[config.mk]
export PLATFORM = sky130hd
export DESIGN_NAME = keyed_table_linear_search_core
export DESIGN_NICKNAME = d
export VERILOG_FILES = /design/src/design/ktls_pkg.sv /design/src/design/ktls_datapath.sv /design/src/design/ktls_ctrl.sv /design/src/design/keyed_table_linear_search_core.sv
export SDC_FILE = /design/constraint.sdc
export NUM_CORES = 1
export LEC_CHECK = 0
export ABC_CLOCK_PERIOD_IN_PS = 37600
export BUFFER_PORTS_ARGS = -buffer_cell sky130_fd_sc_hd__buf_4
export CAP_MARGIN = 20
export CELL_PAD_IN_SITES_DETAIL_PLACEMENT = 1
export CELL_PAD_IN_SITES_GLOBAL_PLACEMENT = 1
export CORE_MARGIN = 3
export CORE_UTILIZATION = 50
export DETAILED_ROUTE_END_ITERATION = 8
export HOLD_SLACK_MARGIN = 0.1
export PLACE_DENSITY_LB_ADDON = 0.2
export SLEW_MARGIN = 25
export SYNTH_ARGS = -nofsm -noshare
export SYNTH_HDL_FRONTEND = slang
export SYNTH_SLANG_ARGS = --single-unit
export TNS_END_PERCENT = 30
[constraint.sdc]
create_clock -name clk -period 37.6 [get_ports clk]
set_input_delay 3.76 -clock clk [delete_from_list [all_inputs] [get_ports clk]]
set_output_delay 3.76 -clock clk [all_outputs]
set_load 0.01 [all_outputs]
[src/design/ktls_pkg.sv]
package ktls_pkg;

  // Operation codes carried by the action field
  localparam logic [1:0] ACT_INSERT  = 2'd0;
  localparam logic [1:0] ACT_REMOVE  = 2'd1;
  localparam logic [1:0] ACT_REPLACE = 2'd2;
  localparam logic [1:0] ACT_LOOKUP  = 2'd3;

  // Result status codes
  localparam logic [1:0] ST_DONE = 2'd0;
  localparam logic [1:0] ST_MISS = 2'd1;
  localparam logic [1:0] ST_FULL = 2'd2;

  // Result field widths
  localparam int unsigned IDX_OUT_W = 5;
  localparam int unsigned VAL_W     = 32;

  // Controller to datapath commands
  typedef struct packed {
    logic start;  // latch the incoming transaction, restart the read pipe
    logic scan;   // run the key search
    logic apply;  // search finished: perform the operation
    logic shift;  // compact the table after a removal
    logic dec;    // removal finished: drop one entry
    logic load;   // move the result into the output register
  } dp_cmd_t;

  // Datapath to controller status
  typedef struct packed {
    logic hit;         // compared entry matches the key
    logic drained;     // no read in flight and nothing left to read
    logic need_shift;  // hit on a removal
  } dp_stat_t;

endpackage

[src/design/ktls_datapath.sv]
module ktls_datapath #(
  parameter int unsigned DEPTH = 16
) (
  input  logic               clk,
  input  logic               rst,
  input  ktls_pkg::dp_cmd_t  cmd,
  output ktls_pkg::dp_stat_t stat,
  input  logic [1:0]         action,
  input  logic signed [31:0] key,
  input  logic [31:0]        value,
  output logic [1:0]         status,
  output logic [31:0]        found_value,
  output logic [4:0]         found_index,
  output logic [4:0]         entry_total
);
  import ktls_pkg::*;

  localparam int unsigned IDX_W = (DEPTH > 1) ? $clog2(DEPTH) : 1;
  localparam int unsigned CNT_W = $clog2(DEPTH + 1);

  // Table storage
  logic [31:0] key_mem [DEPTH];
  logic [31:0] val_mem [DEPTH];

  // Latched transaction
  logic [1:0]  action_q;
  logic [31:0] key_q;
  logic [31:0] value_q;

  // Read pipeline
  logic [CNT_W-1:0] issue_ptr;
  logic             rd_vld;
  logic [IDX_W-1:0] rd_idx;
  logic [31:0]      rd_key;
  logic [31:0]      rd_val;
  logic             rd_issue;

  // Operation state
  logic [CNT_W-1:0] count;
  logic [CNT_W-1:0] pos;
  logic [1:0]       res_status;
  logic [31:0]      res_value;
  logic             full;

  // Memory write ports
  logic             key_we;
  logic [IDX_W-1:0] key_wa;
  logic [31:0]      key_wd;
  logic             val_we;
  logic [IDX_W-1:0] val_wa;
  logic [31:0]      val_wd;

  logic [31:0] pos_ext;
  logic [31:0] count_ext;

  // Status back to the controller
  assign stat.hit        = rd_vld && (rd_key == key_q);
  assign stat.drained    = !rd_vld && (issue_ptr >= count);
  assign stat.need_shift = (action_q == ACT_REMOVE) && stat.hit;

  assign full     = (count == CNT_W'(DEPTH));
  assign rd_issue = ((cmd.scan && !cmd.apply) || cmd.shift) && (issue_ptr < count);

  // Write port selection: insert, replace or compaction move
  always_comb begin
    key_we = 1'b0;
    key_wa = rd_idx - IDX_W'(1);
    key_wd = rd_key;
    val_we = 1'b0;
    val_wa = rd_idx - IDX_W'(1);
    val_wd = rd_val;
    if (cmd.apply) begin
      if (action_q == ACT_INSERT && !stat.hit && !full) begin
        key_we = 1'b1;
        key_wa = count[IDX_W-1:0];
        key_wd = key_q;
        val_we = 1'b1;
        val_wa = count[IDX_W-1:0];
        val_wd = value_q;
      end else if (action_q == ACT_REPLACE && stat.hit) begin
        val_we = 1'b1;
        val_wa = rd_idx;
        val_wd = value_q;
      end
    end else if (cmd.shift && rd_vld) begin
      key_we = 1'b1;
      val_we = 1'b1;
    end
  end

  // Key memory
  always_ff @(posedge clk) begin
    if (key_we) begin
      key_mem[key_wa] <= key_wd;
    end
    if (rd_issue) begin
      rd_key <= key_mem[issue_ptr[IDX_W-1:0]];
    end
  end

  // Value memory
  always_ff @(posedge clk) begin
    if (val_we) begin
      val_mem[val_wa] <= val_wd;
    end
    if (rd_issue) begin
      rd_val <= val_mem[issue_ptr[IDX_W-1:0]];
    end
  end

  // Transaction latch
  always_ff @(posedge clk) begin
    if (cmd.start) begin
      action_q <= action;
      key_q    <= key;
      value_q  <= value;
    end
  end

  // Read pipeline control
  always_ff @(posedge clk) begin
    if (rst) begin
      rd_vld    <= 1'b0;
      issue_ptr <= '0;
    end else if (cmd.start) begin
      rd_vld    <= 1'b0;
      issue_ptr <= '0;
    end else if (cmd.apply) begin
      rd_vld    <= 1'b0;
      issue_ptr <= CNT_W'(rd_idx) + CNT_W'(1);
    end else if (cmd.scan || cmd.shift) begin
      rd_vld <= rd_issue;
      if (rd_issue) begin
        issue_ptr <= issue_ptr + CNT_W'(1);
      end
    end
  end

  always_ff @(posedge clk) begin
    if (rd_issue) begin
      rd_idx <= issue_ptr[IDX_W-1:0];
    end
  end

  // Entry count
  always_ff @(posedge clk) begin
    if (rst) begin
      count <= '0;
    end else if (cmd.apply && action_q == ACT_INSERT && !stat.hit && !full) begin
      count <= count + CNT_W'(1);
    end else if (cmd.dec) begin
      count <= count - CNT_W'(1);
    end
  end

  // Operation outcome
  always_ff @(posedge clk) begin
    if (cmd.apply) begin
      res_value <= (stat.hit && action_q == ACT_LOOKUP) ? rd_val : '0;
      if (stat.hit) begin
        res_status <= (action_q == ACT_INSERT) ? ST_MISS : ST_DONE;
        pos        <= CNT_W'(rd_idx);
      end else begin
        case (action_q)
          ACT_INSERT: begin
            if (full) begin
              res_status <= ST_FULL;
              pos        <= CNT_W'(DEPTH);
            end else begin
              res_status <= ST_DONE;
              pos        <= count;
            end
          end
          default: begin
            res_status <= ST_MISS;
            pos        <= CNT_W'(DEPTH);
          end
        endcase
      end
    end
  end

  // Output register
  assign pos_ext   = 32'(pos);
  assign count_ext = 32'(count);

  always_ff @(posedge clk) begin
    if (cmd.load) begin
      status      <= res_status;
      found_value <= res_value;
      found_index <= pos_ext[IDX_OUT_W-1:0];
      entry_total <= count_ext[IDX_OUT_W-1:0];
    end
  end

endmodule

[src/design/ktls_ctrl.sv]
module ktls_ctrl (
  input  logic               clk,
  input  logic               rst,
  input  logic               in_valid,
  output logic               in_ready,
  output logic               out_valid,
  input  logic               out_ready,
  output ktls_pkg::dp_cmd_t  cmd,
  input  ktls_pkg::dp_stat_t stat
);
  import ktls_pkg::*;

  typedef enum logic [3:0] {
    S_IDLE  = 4'b0001,
    S_SCAN  = 4'b0010,
    S_SHIFT = 4'b0100,
    S_DONE  = 4'b1000
  } state_t;

  state_t state;
  state_t state_next;
  logic   out_valid_next;

  assign in_ready = (state == S_IDLE);

  // Sequencing of one transaction
  always_comb begin
    state_next = state;
    cmd        = '0;
    case (state)
      S_IDLE: begin
        if (in_valid) begin
          cmd.start  = 1'b1;
          state_next = S_SCAN;
        end
      end
      S_SCAN: begin
        cmd.scan = 1'b1;
        if (stat.hit || stat.drained) begin
          cmd.apply  = 1'b1;
          state_next = stat.need_shift ? S_SHIFT : S_DONE;
        end
      end
      S_SHIFT: begin
        cmd.shift = 1'b1;
        if (stat.drained) begin
          cmd.dec    = 1'b1;
          state_next = S_DONE;
        end
      end
      S_DONE: begin
        if (!out_valid || out_ready) begin
          cmd.load   = 1'b1;
          state_next = S_IDLE;
        end
      end
      default: begin
        state_next = S_IDLE;
      end
    endcase
  end

  // Result valid flag
  always_comb begin
    out_valid_next = out_valid;
    if (cmd.load) begin
      out_valid_next = 1'b1;
    end else if (out_ready) begin
      out_valid_next = 1'b0;
    end
  end

  always_ff @(posedge clk) begin
    if (rst) begin
      state     <= S_IDLE;
      out_valid <= 1'b0;
    end else begin
      state     <= state_next;
      out_valid <= out_valid_next;
    end
  end

endmodule

[src/design/keyed_table_linear_search_core.sv]
// Keyed table with linear search: up to DEPTH key/value pairs kept in
// insertion order. Each input transaction (action, key, value) inserts,
// removes, replaces a value or looks up a key, and yields exactly one
// result transaction (status, found_value, found_index, entry_total).
// Both channels use valid/ready; a transaction moves when both are high.
// The search reads one entry per cycle from the key/value memories
// through a registered read port and stops at the first match. A
// removal then moves every later entry down one place, one per cycle.
// The input handoff takes place in the idle state and the result load
// in the done state. One transaction is worked on at a time.
// The result sits in an output register; the next transaction is
// accepted while it waits. A receiver stall holds the finished result of
// the following transaction inside the block until the register frees.
// Reset empties the table (entry count zero); the memories are not cleared.
module keyed_table_linear_search_core #(
  parameter int unsigned DEPTH = 16
) (
  input  logic               clk,
  input  logic               rst,
  input  logic               in_valid,
  output logic               in_ready,
  input  logic [1:0]         action,
  input  logic signed [31:0] key,
  input  logic [31:0]        value,
  output logic               out_valid,
  input  logic               out_ready,
  output logic [1:0]         status,
  output logic [31:0]        found_value,
  output logic [4:0]         found_index,
  output logic [4:0]         entry_total
);
  import ktls_pkg::*;

  dp_cmd_t  cmd;
  dp_stat_t stat;

  // Controller
  ktls_ctrl u_ctrl (
    .clk       (clk),
    .rst       (rst),
    .in_valid  (in_valid),
    .in_ready  (in_ready),
    .out_valid (out_valid),
    .out_ready (out_ready),
    .cmd       (cmd),
    .stat      (stat)
  );

  // Table storage, search and result datapath
  ktls_datapath #(
    .DEPTH (DEPTH)
  ) u_datapath (
    .clk         (clk),
    .rst         (rst),
    .cmd         (cmd),
    .stat        (stat),
    .action      (action),
    .key         (key),
    .value       (value),
    .status      (status),
    .found_value (found_value),
    .found_index (found_index),
    .entry_total (entry_total)
  );

endmodule
After elaboration in Yosys (flattened, before gate mapping). Memories as Yosys holds them, arrays and structs flattened. A register that Yosys moved wholly into a read port is not among the register bits. Cells that the tools add are included.

$add $sub $neg: 5. $mul: 0. Div/mod/pow operators: 0. Magnitude comparators: 2. Eq/ne operators: 13. Shift-type cells: 0. Mux-type cells: 48. Bitwise logic cells: 0. Reduce and logical (&&, ||, !) cells: 31.

Operators by type and width (count): $mux W32 (5); $mux W4 (11); $mux W5 (7); $eq A32 B32 Y1 (1); $mux W1 (19); $pmux W4 S4 (1); $logic_and A1 B1 Y1 (13); $add A5 B1 Y5 const B (2); $mux W2 (5); $reduce_bool A2 Y1 (4); $ne A2 B1 Y1 const B (3); $add A4 B1 Y5 const B (1); $eq A5 B5 Y1 const B (1); $ge A5 B5 Y1 (1); $logic_not A1 Y1 (5); $lt A5 B5 Y1 (1); $sub A5 B1 Y5 const B (1); $eq A2 B2 Y1 const B (2); $eq A4 B1 Y1 const B (1); $eq A4 B2 Y1 const B (1); $eq A4 B3 Y1 const B (1); $eq A4 B4 Y1 const B (1); $logic_or A1 B1 Y1 (4); $reduce_and A4 Y1 (1); other kinds (7) (7).

Register bits after elaboration: 169. Latch bits: 0. RAM bits: 1024. Bits in read-only memories: 0. Bits of input ports: 70. Memories: 2.

Memory list: u_datapath.key_mem (words 16, width 32, rd ports 1, clocked after Yosys merged registers in 1, wr ports 1, line ktls_datapath.sv:22) `logic [31:0] key_mem [DEPTH];`; u_datapath.val_mem (words 16, width 32, rd ports 1, clocked after Yosys merged registers in 1, wr ports 1, line ktls_datapath.sv:23) `logic [31:0] val_mem [DEPTH];`.

Longest topological paths before layout.
Depth after elaboration: 12. Depth in mapped cells: 18. Mapped depth without buffers: 13.

Modules after synthesis. From an unflattened synthesis, not the netlist that was laid out.

Cells, all modules: 2114. Area, all modules: 48053.6 sq um.

By module, submodules not included: ktls_datapath (instances 1, cells an instance 2074, area each 47699.5 sq um); ktls_ctrl (instances 1, cells an instance 40, area each 354.1 sq um).

Least setup slack after synthesis. OpenSTA, ideal clock, no wires.

Path type: reg2reg. From: register u_datapath.issue_ptr[0]. To: register u_datapath.rd_vld. Arrival: 14.669 ns. Data required time: 37.494 ns. Setup slack: 22.825 ns. Cell stages (with the launch flop): 13. Buffers on the path: 4. Cell sequence: dfxtp_1 clkbuf_1 buf_1 buf_1 inv_1 ha_1 nor2b_1 nor3_1 a221oi_1 clkbuf_1 nand3_1 a2111oi_0 o21ba_2.

Longest elaborated chain between the ends: 9.

Ends and longest elaborated chain: from (decl) (line ktls_datapath.sv:31) `logic [CNT_W-1:0] issue_ptr;`; from (signal assigned) (line ktls_datapath.sv:130) `issue_ptr <= CNT_W'(rd_idx) + CNT_W'(1);`; from (signal assigned) (line ktls_datapath.sv:134) `issue_ptr <= issue_ptr + CNT_W'(1);`; $ge A5 B5 Y1 (line ktls_datapath.sv:58) `assign stat.drained = !rd_vld && (issue_ptr >= count);`; $logic_and A1 B1 Y1 (line ktls_datapath.sv:58); $logic_or A1 B1 Y1 (line ktls_ctrl.sv:39) `if (stat.hit || stat.drained) begin`; $mux W1 (line ktls_ctrl.sv:39); $mux W2 (line ktls_ctrl.sv:30) `case (state)`; $logic_not A1 Y1 (line ktls_datapath.sv:62) `assign rd_issue = ((cmd.scan && !cmd.apply) || cmd.shift) && (issue_ptr < count);`; $logic_and A1 B1 Y1 (line ktls_datapath.sv:62); $logic_or A1 B1 Y1 (line ktls_datapath.sv:62); $logic_and A1 B1 Y1 * (line ktls_datapath.sv:62); net u_datapath.rd_issue (line ktls_datapath.sv:36) `logic rd_issue;`; to (signal assigned) (line ktls_datapath.sv:132) `rd_vld <= rd_issue;`; to (decl) (line ktls_datapath.sv:32) `logic rd_vld;`.

The timed path passes the listed nets; every way through them passes the cells marked *. A chain may end at the register's enable or synchronous reset.

Final worst setup path.
From: register u_ctrl.state[3]. To: output port in_ready.

Longest elaborated chain between the ends: 1.

Ends and longest elaborated chain: from (decl) (line ktls_ctrl.sv:20) `state_t state;`; from (signal assigned) (line ktls_ctrl.sv:78) `state <= state_next;`; $eq A4 B1 Y1 (line ktls_ctrl.sv:24) `assign in_ready = (state == S_IDLE);`; to (decl) (line keyed_table_linear_search_core.sv:21) `output logic in_ready,`.

No other way between the ends.

==> metrics.log <==
INFO  metric ioPinCount = 116
INFO  metric grt-ovfl-total = 0
INFO  metric synth.net_count = 2209
INFO  metric synth_async_sr_flop_share = 0%
INFO  metric slew_violations = 0
INFO  metric number_of_setup_buffers_added_after_cts = 0
INFO  metric regToRegEndpoint = u_datapath.val_mem[8][29]
INFO  metric ys_top_cells_by_area = sky130_fd_sc_hd__edfxtp_1 (78%), sky130_fd_sc_hd__mux4_2 (15%), sky130_fd_sc_hd__nand2_1 (0.91%)
INFO  metric p_seq_share = between 50% and 60%
INFO  metric dp_hpwl = 63700 µm
INFO  metric post-route-util = 58.2%
INFO  metric clock_path_buffers = 3
INFO  metric hold_viol_final = 0
INFO  metric worstReg2RegStart = u_datapath.rd_key[6]
INFO  metric hp-start = u_datapath.res_value[14]
INFO  metric grt_start_max_net_pins = 88
INFO  metric worst-r2r-setup-slack = between 30 and 40 ns
INFO  metric setup.worst_path.start_class = flip-flop
INFO  metric synth.lib_cells_used.distinct = 57
INFO  metric cts_root_buf = sky130_fd_sc_hd__clkbuf_16
INFO  metric endpoint_kind = output pin
INFO  metric syn_to_final_growth = 14.1%
INFO  metric peak_supply_drop = 0.0000407 V
INFO  metric avgSynthCellArea = 22.6 µm²
INFO  metric synth.yosys.warnings = 0
INFO  metric synth.largest_area_cell = sky130_fd_sc_hd__edfxtp_1
INFO  metric skew = 0.0233 ns
INFO  metric cts_tree = done
INFO  metric clock.fmax = 176 MHz
INFO  metric maxSlewHeadroom = 29.4%
INFO  metric crit_type = flip-flop to output pin
INFO  metric proportion_of_power_drawn_by_combinational_gates = 2.0%
INFO  metric setup_viol_count_final = 0
INFO  metric fin_crit = 5.70 ns
INFO  metric initial_core_util = 51.0%
INFO  metric number_of_antenna_violations_at_the_first_check_in_global_routing = 2
INFO  metric place.gp.congestion = between 0.7 and 0.8
INFO  metric postCtsResizedCells = 0
INFO  metric detail_route.wl_per_cell = between 30 and 40 µm
INFO  metric worstPathArrival = 1.94 ns
INFO  metric vias = 22399
INFO  metric worst-path-max-fanout = 5
INFO  metric dieHeight = 316 µm
INFO  metric reg2regPathDepth = 14
INFO  metric status = complete, no violations
INFO  metric synth_top_flop_cell = sky130_fd_sc_hd__edfxtp_1
INFO  metric floorplan_row_count = between 100 and 150
INFO  metric drcViolationCount = 0
INFO  metric via_per_inst = 6.09
INFO  metric io_buffers = ~120
INFO  metric leakage = 16.9 nW
INFO  metric core_region_area = approximately 0.094 mm²
INFO  metric holdPathStages = 0
INFO  metric grtUsageTotal = 22.8%
INFO  metric cts_sinks = 1257
INFO  metric post_synth_edffs = 1241
INFO  metric design.final.nets = ~2400
INFO  metric power_switching = 543 µW
INFO  metric routed_wl = 111000 µm
INFO  metric worstSkewPairLatency = 0.70 ns
INFO  metric ratio_of_cells_with_drive_above_1_in_the_final_layout = 30.7%
INFO  metric clkTransAtPathRegs = 0.06 ns
INFO  metric tritoncts.num_buffers = 121
INFO  metric timing.setup.tns = 0 ns
INFO  metric min_delay_worst_endpoint = u_datapath.found_value[14]
INFO  metric power.density_cell_area = 50.7 mW/mm²
INFO  metric synthesis.instances = approximately 2100
INFO  metric rsz_0062_raised_after_global_routing = false
INFO  metric maxCapViolations = 0
INFO  metric mappedNetlistArea = 0.0480 mm²
INFO  metric ys_seq_area_share = 78.3%
INFO  metric cellInternalPower = 2.24 mW
INFO  metric p_sw_share = 19.5%
INFO  metric clockPowerShare = 42.7%
INFO  metric worst_min_delay_path_category = flip-flop to flip-flop
INFO  metric yosys.area.top_type_share = 77.7%
INFO  metric width_of_the_die = 316 µm
INFO  metric final_cycle_share = 15.1%
INFO  metric tightest_slew = 1.05 ns
INFO  metric drt-pass1-iter-count = 7
INFO  metric initialDrtViolationCount = ~2600
INFO  metric drt.antenna.violating_nets = 0
INFO  metric grt_pass1_wl = 165000 µm
INFO  metric dieArea = between 0.09 and 0.1 mm²
INFO  metric clock_tree.htree_level_count = 3
INFO  metric synth-seq-cells = 1257
INFO  metric data_required_critical_path = 33.84 ns
INFO  metric grt_pass1_vias = 23917
INFO  metric cts_hold_buffers = 0
worst max-delay path, stage by stage, from the launching register on:
cell	delay (ns)
sky130_fd_sc_hd__dfxtp_1	0.34
sky130_fd_sc_hd__nor4b_1	0.67
sky130_fd_sc_hd__buf_4	0.24
stage by stage:
stage	setup WS (ns)	cells	power [mW]	hold slack [ns]	area, µm²
5_1_grt	31.75	3677	2.86	0.422	54800
6_report	31.90	3679	2.78	0.417	54800
3_3_place_gp	32.13	3447	1.62	0.402	50700
3_5_place_dp	32.18	3452	1.62	0.406	50800
2_1_floorplan	22.82	2127	1.60	0.400	48000
4_1_cts	31.85	3675	2.80	0.421	54700
synth_stat cells (8+ instances only):
cell type	number
sky130_fd_sc_hd__a21oi_1	10
sky130_fd_sc_hd__and2_1	36
sky130_fd_sc_hd__buf_1	22
sky130_fd_sc_hd__clkbuf_1	71
sky130_fd_sc_hd__dfxtp_1	16
sky130_fd_sc_hd__edfxtp_1	1241
sky130_fd_sc_hd__ha_1	11
sky130_fd_sc_hd__inv_1	12
sky130_fd_sc_hd__mux2_2	33
sky130_fd_sc_hd__mux4_2	320
sky130_fd_sc_hd__nand2_1	116
sky130_fd_sc_hd__nand3_1	8
sky130_fd_sc_hd__nand4_1	15
sky130_fd_sc_hd__nor2_1	63
sky130_fd_sc_hd__nor3_1	9
sky130_fd_sc_hd__xnor2_1	40
cells by family (layout without fill, tap and decap cells):
logic type | count (synthesis) | after routing | share of synthesized area [%]
AO/OA/AOI/OAI | 59 | 59 | 0.939
XOR/XNOR | 46 | 46 | 0.840
adder cells (fa/ha/maj) | 12 | 12 | 0.329
buffers and inverters | 113 | 409 | 0.900
flip-flops | 1257 | 1257 | 78.3
multiplexers | 356 | 356 | 15.9
other | 0 | 2 | 0
AND/OR/NAND/NOR | 284 | 284 | 2.81
per-layer routing:
layer  up-vias  global-route usage (%)  wire, µm
met5         -                       0         0
li1       9300                       -         -
met1     12119                    34.4     48500
met2       850                    36.2     54000
met3       130                    3.16      7190
met4         0                    4.60      1690
flip-flops by register name (all words and copies together), names as in the netlist:
signal and count:
u_datapath.val_mem 512, u_datapath.rd_key 32, u_datapath.issue_ptr 5, u_ctrl.state 4
u_datapath.value_q 32, u_datapath.rd_val 32, u_datapath.rd_vld 1, u_ctrl.out_valid 1
u_datapath.key_mem 512, u_datapath.res_status 2, u_datapath.key_q 32, u_datapath.found_index 5
u_datapath.pos 5, u_datapath.res_value 32, u_datapath.entry_total 5, u_datapath.status 2
u_datapath.rd_idx 4, u_datapath.count 5, u_datapath.action_q 2, u_datapath.found_value 32
cell usage in the layout, fill, tap and decap left out, types with 5 or more instances in the layout:
cell	synthesis	layout
sky130_fd_sc_hd__edfxtp_1	1241	1241
sky130_fd_sc_hd__mux4_2	320	320
sky130_fd_sc_hd__buf_4	0	163
sky130_fd_sc_hd__clkbuf_16	0	123
sky130_fd_sc_hd__nand2_1	116	116
sky130_fd_sc_hd__xnor2_1	40	40
sky130_fd_sc_hd__and2_1	36	36
sky130_fd_sc_hd__mux2_2	33	33
sky130_fd_sc_hd__nor2_4	0	32
sky130_fd_sc_hd__nor2_1	63	30
sky130_fd_sc_hd__clkinv_1	2	30
sky130_fd_sc_hd__clkbuf_1	71	28
sky130_fd_sc_hd__clkinv_2	0	21
sky130_fd_sc_hd__nand4_1	15	15
sky130_fd_sc_hd__bufinv_16	0	12
sky130_fd_sc_hd__dfxtp_1	16	12
sky130_fd_sc_hd__inv_1	12	11
sky130_fd_sc_hd__ha_1	11	11
sky130_fd_sc_hd__nor3_1	9	9
sky130_fd_sc_hd__a21oi_1	10	9
sky130_fd_sc_hd__nand3_1	8	8
sky130_fd_sc_hd__xor2_1	6	6
sky130_fd_sc_hd__a211oi_1	6	6
sky130_fd_sc_hd__nand2b_1	5	5
sky130_fd_sc_hd__a21o_1	5	5
sky130_fd_sc_hd__o21ai_0	5	5
sky130_fd_sc_hd__a32oi_1	5	5
sky130_fd_sc_hd__clkinvlp_4	0	5
power by group through the flow:
stage                     clock [mW]  sequential [mW]  combinational [mW]
after floorplan                    0             1.56              0.0333
after global placement             0             1.57              0.0524
after CTS                       1.21             1.54              0.0543
final                           1.19             1.54              0.0542
after global routing            1.27             1.54              0.0582
after detailed placement           0             1.57              0.0539
layout make-up:
| type | instances | area (µm²) |
|---|---|---|
| fillers | 7793 | 39400 |
| inverters | 14 | 57.6 |
| clock buffers | 151 | 3180 |
| well taps | 1254 | 1570 |
| repair buffers | 172 | 1430 |
| multi-input cells | 757 | 10200 |
| flip-flops and latches | 1257 | 37600 |
| diodes | 2 | 5.00 |
| clock inverters | 72 | 687 |
how the worst max path moves through the flow:
stage / start / to / slack, ns / depth (start not counted)
finish: u_ctrl.state[3] / in_ready / 31.90 / 2
floorplan: u_datapath.issue_ptr[0] / u_datapath.rd_vld / 22.82 / 12
global placement: u_datapath.key_q[17] / u_datapath.val_mem[4][22] / 32.13 / 9
global route: u_ctrl.state[3] / in_ready / 31.75 / 2
CTS: u_ctrl.state[3] / in_ready / 31.85 / 2
detailed placement: u_datapath.rd_key[0] / u_datapath.val_mem[8][29] / 32.18 / 14
Note: power is estimated with default switching activity, not from simulation.
